<file path="config.mk">
export PLATFORM = sky130hd
export DESIGN_NAME = first_fit_coalescing_allocator_top
export DESIGN_NICKNAME = d
export VERILOG_FILES = /design/src/rtl/ffca_pkg.sv /design/src/rtl/first_fit_coalescing_allocator_top.sv
export SDC_FILE = /design/constraint.sdc
export NUM_CORES = 2
export LEC_CHECK = 0
export ABC_CLOCK_PERIOD_IN_PS = 6000
export BUFFER_PORTS_ARGS = -buffer_cell sky130_fd_sc_hd__buf_2
export CELL_PAD_IN_SITES_DETAIL_PLACEMENT = 0
export CELL_PAD_IN_SITES_GLOBAL_PLACEMENT = 2
export CORE_MARGIN = 5
export CORE_UTILIZATION = 39
export DETAILED_ROUTE_END_ITERATION = 12
export PLACE_DENSITY_LB_ADDON = 0.12
export SLEW_MARGIN = 10
export SYNTH_ARGS = -nofsm -noshare
export SYNTH_HDL_FRONTEND = slang
export SYNTH_SLANG_ARGS = --single-unit
</file>
<file path="constraint.sdc">
create_clock -name aclk -period 6 [get_ports aclk]
set_input_delay 1.2 -clock aclk [delete_from_list [all_inputs] [get_ports aclk]]
set_output_delay 1.2 -clock aclk [all_outputs]
set_load 0.01 [all_outputs]
</file>
<file path="src/rtl/ffca_pkg.sv">
// Shared constants, types and codes of the first-fit coalescing allocator.
// No dependencies; imported by the allocator top level, the checker and the testbench.
package ffca_pkg;

    localparam int TABLE_ENTRIES = 16;
    localparam int ADDR_BITS     = 16;

    localparam int IDX_W = $clog2(TABLE_ENTRIES);
    localparam int CNT_W = $clog2(TABLE_ENTRIES + 1);
    localparam int LEN_W = ADDR_BITS + 1;

    localparam int S_TDATA_W = ((LEN_W + ADDR_BITS + 7) / 8) * 8;
    localparam int M_TDATA_W = ((2 + ADDR_BITS + 7) / 8) * 8;

    localparam int PADDR_W     = 3;
    localparam int PDATA_W     = 32;
    localparam int REG_SEL_BIT = 2;

    // Size of the whole address space, as a length
    localparam logic [LEN_W-1:0] SPACE_LEN = {1'b1, {ADDR_BITS{1'b0}}};

    localparam logic REQ_ALLOC   = 1'b0;
    localparam logic REQ_RELEASE = 1'b1;

    localparam logic REG_POOL_START  = 1'b0;
    localparam logic REG_POOL_LENGTH = 1'b1;

    typedef enum logic [1:0] {
        STATUS_DONE  = 2'd0,
        STATUS_NOFIT = 2'd1,
        STATUS_FULL  = 2'd2
    } status_t;

    typedef struct packed {
        logic [ADDR_BITS-1:0] base;
        logic [LEN_W-1:0]     len;
    } seg_t;

endpackage

</file>
<file path="src/rtl/first_fit_coalescing_allocator_top.sv">
// Flow: a zero size goes straight to the result; otherwise the entries are scanned in order,
// the table is updated, entries may be moved to close or open a slot, and the result is loaded
// once the output register is free. One item at a time: s_tready returns the cycle after the
// result is loaded, unless a table rebuild is pending.
// Reset: control state clears, then one cycle rebuilds entry 0 as the whole pool while no item
// is accepted; a write of pool_length rebuilds the table the same way.
// Top level of the first-fit free-segment allocator with coalescing release.
// Depends on ffca_pkg.
module first_fit_coalescing_allocator_top
    import ffca_pkg::*;
(
    input  logic                 aclk,
    input  logic                 aresetn,

    input  logic                 psel,
    input  logic                 penable,
    input  logic                 pwrite,
    input  logic [PADDR_W-1:0]   paddr,
    input  logic [PDATA_W-1:0]   pwdata,
    output logic [PDATA_W-1:0]   prdata,
    output logic                 pready,

    input  logic                 s_tvalid,
    output logic                 s_tready,
    input  logic [S_TDATA_W-1:0] s_tdata,   // block_size, block_start, zero pad
    input  logic                 s_tuser,   // req_type

    output logic                 m_tvalid,
    input  logic                 m_tready,
    output logic [M_TDATA_W-1:0] m_tdata    // status, granted_start, zero pad
);

    typedef enum logic [4:0] {
        ST_IDLE   = 5'b00001,
        ST_SCAN   = 5'b00010,
        ST_UPDATE = 5'b00100,
        ST_SHIFT  = 5'b01000,
        ST_DONE   = 5'b10000
    } state_t;

    // Configuration registers
    logic [ADDR_BITS-1:0] pool_start_reg;
    logic [LEN_W-1:0]     pool_length_reg;
    logic                 cfg_wr;

    // Control
    state_t               state_reg, state_next;
    logic                 rebuild_reg, rebuild_next;
    logic [CNT_W-1:0]     seg_count_reg, seg_count_next;
    logic                 m_valid_reg, m_valid_next;

    // Request payload
    logic                 req_type_reg, req_type_next;
    logic [LEN_W-1:0]     need_reg, need_next;
    logic [ADDR_BITS-1:0] s_reg, s_next;
    logic [LEN_W-1:0]     size_reg, size_next;
    logic [LEN_W-1:0]     e_reg, e_next;

    // Scan and merge working registers
    logic [CNT_W-1:0]     ev_idx_reg, ev_idx_next;
    logic [CNT_W-1:0]     p_reg, p_next;
    logic                 cur_ok_reg, cur_ok_next;
    logic [ADDR_BITS-1:0] cur_base_reg, cur_base_next;
    logic [LEN_W-1:0]     cur_len_reg, cur_len_next;
    logic [LEN_W-1:0]     cur_end_reg, cur_end_next;
    logic [ADDR_BITS-1:0] prev_base_reg, prev_base_next;
    logic [LEN_W-1:0]     prev_end_reg, prev_end_next;

    // Entry mover
    logic [CNT_W-1:0]     sh_left_reg, sh_left_next;
    logic [IDX_W-1:0]     sh_ptr_reg, sh_ptr_next;
    logic [IDX_W-1:0]     last_src_reg, last_src_next;
    logic                 sh_have_reg, sh_have_next;
    logic                 sh_up_reg, sh_up_next;
    logic                 ins_reg, ins_next;

    // Result
    status_t              status_reg, status_next;
    logic [ADDR_BITS-1:0] granted_reg, granted_next;
    status_t              out_status_reg, out_status_next;
    logic [ADDR_BITS-1:0] out_granted_reg, out_granted_next;

    // Segment memory
    seg_t                 seg_mem [TABLE_ENTRIES];
    seg_t                 rd_data_reg;
    logic                 wr_en;
    logic [IDX_W-1:0]     wr_addr;
    seg_t                 wr_data;
    logic [IDX_W-1:0]     rd_addr;

    // Input fields
    logic [LEN_W-1:0]     in_size;
    logic [ADDR_BITS-1:0] in_start;
    logic [LEN_W-1:0]     in_room;
    logic [LEN_W-1:0]     pool_room;
    logic [LEN_W-1:0]     pool_len_clip;

    // Merge arithmetic
    logic [CNT_W-1:0]     p_m1;
    logic [CNT_W-1:0]     p_p1;
    logic                 mp;
    logic                 mn;
    logic [LEN_W-1:0]     hi_pe;
    logic [LEN_W-1:0]     hi_ne;
    logic [LEN_W-1:0]     hi_all;
    logic [LEN_W-1:0]     rd_end;

    assign in_size  = s_tdata[LEN_W-1:0];
    assign in_start = s_tdata[LEN_W +: ADDR_BITS];
    assign in_room  = SPACE_LEN - {1'b0, in_start};

    assign pool_room     = SPACE_LEN - {1'b0, pool_start_reg};
    assign pool_len_clip = (pool_length_reg > pool_room) ? pool_room : pool_length_reg;

    assign rd_end = {1'b0, rd_data_reg.base} + rd_data_reg.len;

    assign p_m1   = p_reg - CNT_W'(1);
    assign p_p1   = p_reg + CNT_W'(1);
    assign mp     = (p_reg != '0) && (prev_end_reg >= {1'b0, s_reg});
    assign mn     = cur_ok_reg && (e_reg >= {1'b0, cur_base_reg});
    assign hi_pe  = (prev_end_reg > e_reg) ? prev_end_reg : e_reg;
    assign hi_ne  = (cur_end_reg > e_reg) ? cur_end_reg : e_reg;
    assign hi_all = (hi_pe > cur_end_reg) ? hi_pe : cur_end_reg;

    // Configuration port
    assign pready = 1'b1;
    assign cfg_wr = psel && penable && pwrite;
    assign prdata = (paddr[REG_SEL_BIT] == REG_POOL_LENGTH) ? PDATA_W'(pool_length_reg)
                                                           : PDATA_W'(pool_start_reg);

    always_ff @(posedge aclk) begin
        if (!aresetn) begin
            pool_start_reg  <= '0;
            pool_length_reg <= SPACE_LEN;
        end else if (cfg_wr) begin
            if (paddr[REG_SEL_BIT] == REG_POOL_LENGTH) begin
                pool_length_reg <= pwdata[LEN_W-1:0];
            end else begin
                pool_start_reg <= pwdata[ADDR_BITS-1:0];
            end
        end
    end

    // Segment memory: one write port, one registered read port
    always_ff @(posedge aclk) begin
        if (wr_en) begin
            seg_mem[wr_addr] <= wr_data;
        end
        rd_data_reg <= seg_mem[rd_addr];
    end

    assign s_tready = (state_reg == ST_IDLE) && !rebuild_reg;
    assign m_tvalid = m_valid_reg;
    assign m_tdata  = M_TDATA_W'({out_granted_reg, out_status_reg});

    always_comb begin
        state_next       = state_reg;
        rebuild_next     = rebuild_reg;
        seg_count_next   = seg_count_reg;
        m_valid_next     = m_valid_reg && !m_tready;
        req_type_next    = req_type_reg;
        need_next        = need_reg;
        s_next           = s_reg;
        size_next        = size_reg;
        e_next           = e_reg;
        ev_idx_next      = ev_idx_reg;
        p_next           = p_reg;
        cur_ok_next      = cur_ok_reg;
        cur_base_next    = cur_base_reg;
        cur_len_next     = cur_len_reg;
        cur_end_next     = cur_end_reg;
        prev_base_next   = prev_base_reg;
        prev_end_next    = prev_end_reg;
        sh_left_next     = sh_left_reg;
        sh_ptr_next      = sh_ptr_reg;
        last_src_next    = last_src_reg;
        sh_have_next     = sh_have_reg;
        sh_up_next       = sh_up_reg;
        ins_next         = ins_reg;
        status_next      = status_reg;
        granted_next     = granted_reg;
        out_status_next  = out_status_reg;
        out_granted_next = out_granted_reg;
        wr_en            = 1'b0;
        wr_addr          = '0;
        wr_data          = '0;
        rd_addr          = '0;

        unique case (state_reg)
            ST_IDLE: begin
                if (rebuild_reg) begin
                    wr_en          = 1'b1;
                    wr_data.base   = pool_start_reg;
                    wr_data.len    = pool_len_clip;
                    seg_count_next = (pool_len_clip != '0) ? CNT_W'(1) : '0;
                    rebuild_next   = 1'b0;
                end else if (s_tvalid) begin
                    req_type_next = s_tuser;
                    need_next     = in_size;
                    s_next        = in_start;
                    size_next     = (in_size > in_room) ? in_room : in_size;
                    e_next        = (in_size > in_room) ? SPACE_LEN
                                                        : {1'b0, in_start} + in_size;
                    ev_idx_next   = '0;
                    granted_next  = '0;
                    if (in_size == '0) begin
                        status_next = (s_tuser == REQ_ALLOC) ? STATUS_NOFIT : STATUS_DONE;
                        state_next  = ST_DONE;
                    end else begin
                        state_next = ST_SCAN;
                    end
                end
            end

            ST_SCAN: begin
                rd_addr = IDX_W'(ev_idx_reg + CNT_W'(1));
                if (req_type_reg == REQ_ALLOC) begin
                    if (ev_idx_reg == seg_count_reg) begin
                        status_next = STATUS_NOFIT;
                        state_next  = ST_DONE;
                    end else if (rd_data_reg.len >= need_reg) begin
                        p_next        = ev_idx_reg;
                        cur_base_next = rd_data_reg.base;
                        cur_len_next  = rd_data_reg.len;
                        state_next    = ST_UPDATE;
                    end else begin
                        ev_idx_next = ev_idx_reg + CNT_W'(1);
                    end
                end else begin
                    if (ev_idx_reg == seg_count_reg || rd_data_reg.base > s_reg) begin
                        p_next        = ev_idx_reg;
                        cur_ok_next   = (ev_idx_reg != seg_count_reg);
                        cur_base_next = rd_data_reg.base;
                        cur_end_next  = rd_end;
                        state_next    = ST_UPDATE;
                    end else begin
                        // Remember the entry just below the released block
                        prev_base_next = rd_data_reg.base;
                        prev_end_next  = rd_end;
                        ev_idx_next    = ev_idx_reg + CNT_W'(1);
                    end
                end
            end

            ST_UPDATE: begin
                status_next  = STATUS_DONE;
                sh_have_next = 1'b0;
                ins_next     = 1'b0;
                state_next   = ST_DONE;
                if (req_type_reg == REQ_ALLOC) begin
                    granted_next = cur_base_reg;
                    if (cur_len_reg == need_reg) begin
                        // Exact fit: close the gap by moving later entries down
                        seg_count_next = seg_count_reg - CNT_W'(1);
                        sh_left_next   = seg_count_reg - p_p1;
                        sh_ptr_next    = p_p1[IDX_W-1:0];
                        sh_up_next     = 1'b0;
                        state_next     = ST_SHIFT;
                    end else begin
                        wr_en        = 1'b1;
                        wr_addr      = p_reg[IDX_W-1:0];
                        wr_data.base = ADDR_BITS'({1'b0, cur_base_reg} + need_reg);
                        wr_data.len  = cur_len_reg - need_reg;
                    end
                end else if (mp && mn) begin
                    wr_en          = 1'b1;
                    wr_addr        = p_m1[IDX_W-1:0];
                    wr_data.base   = prev_base_reg;
                    wr_data.len    = hi_all - {1'b0, prev_base_reg};
                    seg_count_next = seg_count_reg - CNT_W'(1);
                    sh_left_next   = seg_count_reg - p_p1;
                    sh_ptr_next    = p_p1[IDX_W-1:0];
                    sh_up_next     = 1'b0;
                    state_next     = ST_SHIFT;
                end else if (mp) begin
                    wr_en        = 1'b1;
                    wr_addr      = p_m1[IDX_W-1:0];
                    wr_data.base = prev_base_reg;
                    wr_data.len  = hi_pe - {1'b0, prev_base_reg};
                end else if (mn) begin
                    wr_en        = 1'b1;
                    wr_addr      = p_reg[IDX_W-1:0];
                    wr_data.base = s_reg;
                    wr_data.len  = hi_ne - {1'b0, s_reg};
                end else if (seg_count_reg == CNT_W'(TABLE_ENTRIES)) begin
                    status_next = STATUS_FULL;
                end else begin
                    // Open a slot at p by moving the upper entries up, top first
                    seg_count_next = seg_count_reg + CNT_W'(1);
                    sh_left_next   = seg_count_reg - p_reg;
                    sh_ptr_next    = IDX_W'(seg_count_reg - CNT_W'(1));
                    sh_up_next     = 1'b1;
                    ins_next       = 1'b1;
                    state_next     = ST_SHIFT;
                end
            end

            ST_SHIFT: begin
                if (sh_have_reg) begin
                    wr_en   = 1'b1;
                    wr_addr = sh_up_reg ? last_src_reg + IDX_W'(1) : last_src_reg - IDX_W'(1);
                    wr_data = rd_data_reg;
                end
                if (sh_left_reg != '0) begin
                    rd_addr       = sh_ptr_reg;
                    last_src_next = sh_ptr_reg;
                    sh_ptr_next   = sh_up_reg ? sh_ptr_reg - IDX_W'(1) : sh_ptr_reg + IDX_W'(1);
                    sh_left_next  = sh_left_reg - CNT_W'(1);
                    sh_have_next  = 1'b1;
                end else begin
                    sh_have_next = 1'b0;
                    if (!sh_have_reg) begin
                        if (ins_reg) begin
                            wr_en        = 1'b1;
                            wr_addr      = p_reg[IDX_W-1:0];
                            wr_data.base = s_reg;
                            wr_data.len  = size_reg;
                        end
                        state_next = ST_DONE;
                    end
                end
            end

            ST_DONE: begin
                // Hold the result until the output register is free
                if (!m_valid_reg || m_tready) begin
                    m_valid_next     = 1'b1;
                    out_status_next  = status_reg;
                    out_granted_next = (status_reg == STATUS_DONE) ? granted_reg : '0;
                    state_next       = ST_IDLE;
                end
            end

            default: begin
                state_next = ST_IDLE;
            end
        endcase

        if (cfg_wr && paddr[REG_SEL_BIT] == REG_POOL_LENGTH) begin
            rebuild_next = 1'b1;
        end
    end

    always_ff @(posedge aclk) begin
        if (!aresetn) begin
            state_reg     <= ST_IDLE;
            rebuild_reg   <= 1'b1;
            seg_count_reg <= '0;
            m_valid_reg   <= 1'b0;
        end else begin
            state_reg     <= state_next;
            rebuild_reg   <= rebuild_next;
            seg_count_reg <= seg_count_next;
            m_valid_reg   <= m_valid_next;
        end
    end

    always_ff @(posedge aclk) begin
        req_type_reg    <= req_type_next;
        need_reg        <= need_next;
        s_reg           <= s_next;
        size_reg        <= size_next;
        e_reg           <= e_next;
        ev_idx_reg      <= ev_idx_next;
        p_reg           <= p_next;
        cur_ok_reg      <= cur_ok_next;
        cur_base_reg    <= cur_base_next;
        cur_len_reg     <= cur_len_next;
        cur_end_reg     <= cur_end_next;
        prev_base_reg   <= prev_base_next;
        prev_end_reg    <= prev_end_next;
        sh_left_reg     <= sh_left_next;
        sh_ptr_reg      <= sh_ptr_next;
        last_src_reg    <= last_src_next;
        sh_have_reg     <= sh_have_next;
        sh_up_reg       <= sh_up_next;
        ins_reg         <= ins_next;
        status_reg      <= status_next;
        granted_reg     <= granted_next;
        out_status_reg  <= out_status_next;
        out_granted_reg <= out_granted_next;
    end

    a_count_bound: assert property (@(posedge aclk) disable iff (!aresetn)
        seg_count_reg <= CNT_W'(TABLE_ENTRIES))
        else $error("segment count above table size");

    a_one_at_a_time: assert property (@(posedge aclk) disable iff (!aresetn)
        s_tvalid && s_tready |=> !s_tready)
        else $error("item accepted while previous item still in work");

    a_scan_bound: assert property (@(posedge aclk) disable iff (!aresetn)
        state_reg == ST_SCAN |-> ev_idx_reg <= seg_count_reg)
        else $error("scan index past last segment");

    a_grant_zero: assert property (@(posedge aclk) disable iff (!aresetn)
        m_valid_reg && out_status_reg != STATUS_DONE |-> out_granted_reg == '0)
        else $error("granted start nonzero on failed request");

endmodule

</file>
==> impl_metrics.tcl <==
set metrics [dict create \
    die_y_um 342.1 \
    fill_cells 10100 \
    ant_nets 0 \
    antenna_found_initial 5 \
    final_nets 4518 \
    ios 142 \
    synth_top_flop_cell "edfxtp_1" \
    critical_path_class "flip-flop to flip-flop" \
    hold_violations 0 \
    finalSetupTns_ps -47010 \
    first_pass_iters 8 \
    synthArstFlopShare_pct 0 \
    end_kind "flip-flop" \
    drv_cap 0 \
    wl_um 147600 \
    fin_crit_sh_pct 107.9 \
    dr_total_vias 31610 \
    initial_core_util_pct 39.40 \
    synth_edf_count 742 \
    min-delay-path-class "flip-flop to flip-flop" \
    dp.cells 5495 \
    min_period_ps 6472 \
    clock-root-buffer "clkbuf_16" \
    syn_to_final_growth_pct 19.20 \
    fp-row-count 121 \
    yosysUniqueCellTypes 85 \
    cp_max_fo 8 \
    critPathMaxStageDelay_ps 610 \
    cts-htree-levels 3 \
    dp_hpwl_um 104700 \
    final_cell_area_sq_mm 0.05126 \
    avgSynthCellArea_sq_um 11.28 \
    syn_inst 3813 \
    drt-initial-drc-count 2542 \
    ir_drop_mv 0.2562 \
    max_slew.worst_pin.slew_ps 1278 \
    clock_latency_ps 680 \
    cts_num_sinks 820 \
    wl_per_cell_um 25.93 \
    clockBufferDepth 3 \
    grt_max_degree 78 \
    ys_warn_count 0 \
    setup_viol 192 \
    drive_gt1_share_pct 16.97 \
    die-area_sq_mm 0.1170 \
    overflow 0 \
    rrSetupSlack_ps -470 \
    final.setup_skew_ps 33.09 \
    numPortBuffers 95 \
    grtUsageTotal_pct 24.43 \
    cts_tree "done" \
    fmax_ghz 0.1545 \
    netlist_area_sq_mm 0.04300 \
    rsz0062_at_grt "true" \
    maxSlewHeadroom_pct 14.23 \
    drc 0 \
    synth_seq_area_share_pct 55.45 \
    diodes 0 \
    cts_buffers 90 \
    place.gp.congestion 0.9426 \
    grt_first_pass_wirelength_um 209800 \
    crit_arrival_ps 6860 \
    status "complete, but fails checks" \
    setup_ws_ps -471.9 \
    powerDensity_mw_per_mm2 377.8 \
    cts_hold_buffers 0 \
    cp_data_required_time_ps 6390 \
    largest_register_ffs 528 \
    via_per_inst 5.551 \
    coreArea_sq_mm 0.1092 \
    grt_pass1_vias 30440 \
    cts.clk_slew.worst_paths_ps 60 \
    die_w_um 342.1 \
    cpMostUsedCell "buf_6" \
    cp_slowest_cell "or4_4" \
    leakage_nw 19.16 \
    violations "setup timing" \
    slew_violations 0 \
    dpl_cell_area_sq_mm 0.04742 \
    worst_hold_slack_ps 448.2 \
    fin_cells 5694 \
    ys_ff_latch 820 \
    critical_path.startpoint_type "flip-flop" \
]
-- where the power goes --
part | internal (mW) | switching (mW)
Combinational | 2.37 | 3.79
Sequential | 7.01 | 0.518
Clock | 3.32 | 2.35
Total | 12.7 | 6.66
-- worst max-delay path, delay by kind of cell, from the launching register on --
kind                       cells  cell delay [ps]
buffers and inverters          8             1050
and+or+nand+nor                5             1540
xor gates and xnor gates       1              250
DFF                            1              440
AOI/OAI and AO/OA             12             1640
muxes                          1              310
adders and majority gates      3              930
-- path summary, 6_finish.rpt --
kind                                                  from                           to  depth (start not counted)
worst min-delay path               status_reg[1]$_DFFE_PP_  out_status_reg[1]$_DFFE_PP_                          0
worst max-delay path            prev_end_reg[16]$_DFFE_PP_     seg_mem[5][15]$_DFFE_PP_                         30
worst max register to register  prev_end_reg[16]$_DFFE_PP_     seg_mem[5][15]$_DFFE_PP_                         30
worst min register to register     status_reg[1]$_DFFE_PP_  out_status_reg[1]$_DFFE_PP_                          0
-- repair_timing --
| action | 4_1_cts | 5_1_grt |
|---|---|---|
| gates resized for setup | 34 | 90 |
| cloned | 1 | 6 |
| pin swaps | 19 | 35 |
| endpoints found under the setup margin | 224 | 240 |
| buffers inserted | 7 | 17 |
-- Yosys cell counts, drive strengths merged, types with 19 or more instances --
master  count  area [sq um]
nor3       56         280.3
nor2      161         604.3
a31oi      90         575.6
clkbuf    146         548.0
nor2b      19         118.9
a222oi     27         270.3
o211ai     23         172.7
nand3      58         290.3
ha        282          3528
buf        56         312.8
inv       177         664.4
xnor2      85         744.5
nand4      37         231.5
mux2       32         360.4
edfxtp    742         22280
a311oi     66         578.1
dfxtp      78          1562
a21oi     209          1046
a21o       57         427.9
a21boi     36         270.3
xor2       53         464.2
a211oi    204          1531
nor4       26         162.7
and2      164          1026
o21ai     153         769.5
nand2b     20         125.1
nand2     498          1869
o21a       23         172.7
-- layout by cell type (no fill, tap or decap), types with 26 or more instances in the layout --
master / synthesis / layout
edfxtp_1: 742 / 742
nand2_1: 498 / 494
ha_1: 282 / 270
buf_4: 22 / 263
a21oi_1: 209 / 201
a211oi_1: 204 / 197
inv_1: 177 / 176
and2_1: 147 / 146
nor2_1: 161 / 142
o21ai_0: 151 / 127
buf_2: 16 / 95
clkbuf_16: 0 / 93
a31oi_1: 88 / 84
xnor2_1: 85 / 83
dfxtp_1: 78 / 78
a311oi_1: 66 / 66
nand3_1: 58 / 56
a21o_1: 57 / 56
xor2_1: 53 / 52
nor3_1: 56 / 50
nand4_1: 37 / 37
a21boi_0: 35 / 35
clkbuf_1: 146 / 34
buf_12: 0 / 32
mux2_2: 32 / 29
a222oi_1: 27 / 27
nor4_1: 26 / 26
buf_6: 0 / 26
-- cells by family after synthesis --
| logic type | Yosys count | synth area share (%) |
|---|---|---|
| compound gates | 1020 | 16.15 |
| xor+xnor | 138 | 2.811 |
| fa+ha+maj | 293 | 8.717 |
| buf+inv | 380 | 3.556 |
| flops | 820 | 55.45 |
| mux | 40 | 1.024 |
| other cells | 2 | 0.01746 |
| simple gates | 1120 | 12.28 |
-- routing by layer --
metal	global-route usage (%)	routed length (um)	vias to the layer above
met5	0	0	-
met4	9.556	6517	0
met1	32.94	65110	15620
li1	-	-	15030
met3	2.911	6612	208
met2	40.46	69400	756
-- through the flow --
| step | power [mW] | worst slack, ps | util [%] |
|---|---|---|---|
| after detailed placement | 13.39 | -836.9 | 43.44 |
| after global placement | 13.41 | -844.2 | 43.44 |
| after floorplan | 10.77 | 5.306 | - |
| after global routing | 20.27 | -635.6 | 46.96 |
| after CTS | 19.19 | -401.6 | 46.39 |
| final | 19.37 | -471.9 | 46.96 |
-- layout make-up --
| class | instances | area (sq um) | area share (%) |
|---|---|---|---|
| Timing Repair Buffer | 418 | 3433 | 6.698 |
| Inverter | 178 | 668.1 | 1.303 |
| Clock buffer | 129 | 2460 | 4.799 |
| Multi-Input combinational cell | 2634 | 18450 | 35.99 |
| Sequential cell | 820 | 23840 | 46.51 |
| Tap cell | 1476 | 1847 | 3.603 |
| Clock inverter | 39 | 559.3 | 1.091 |
Power figures use the tool's default switching activity.
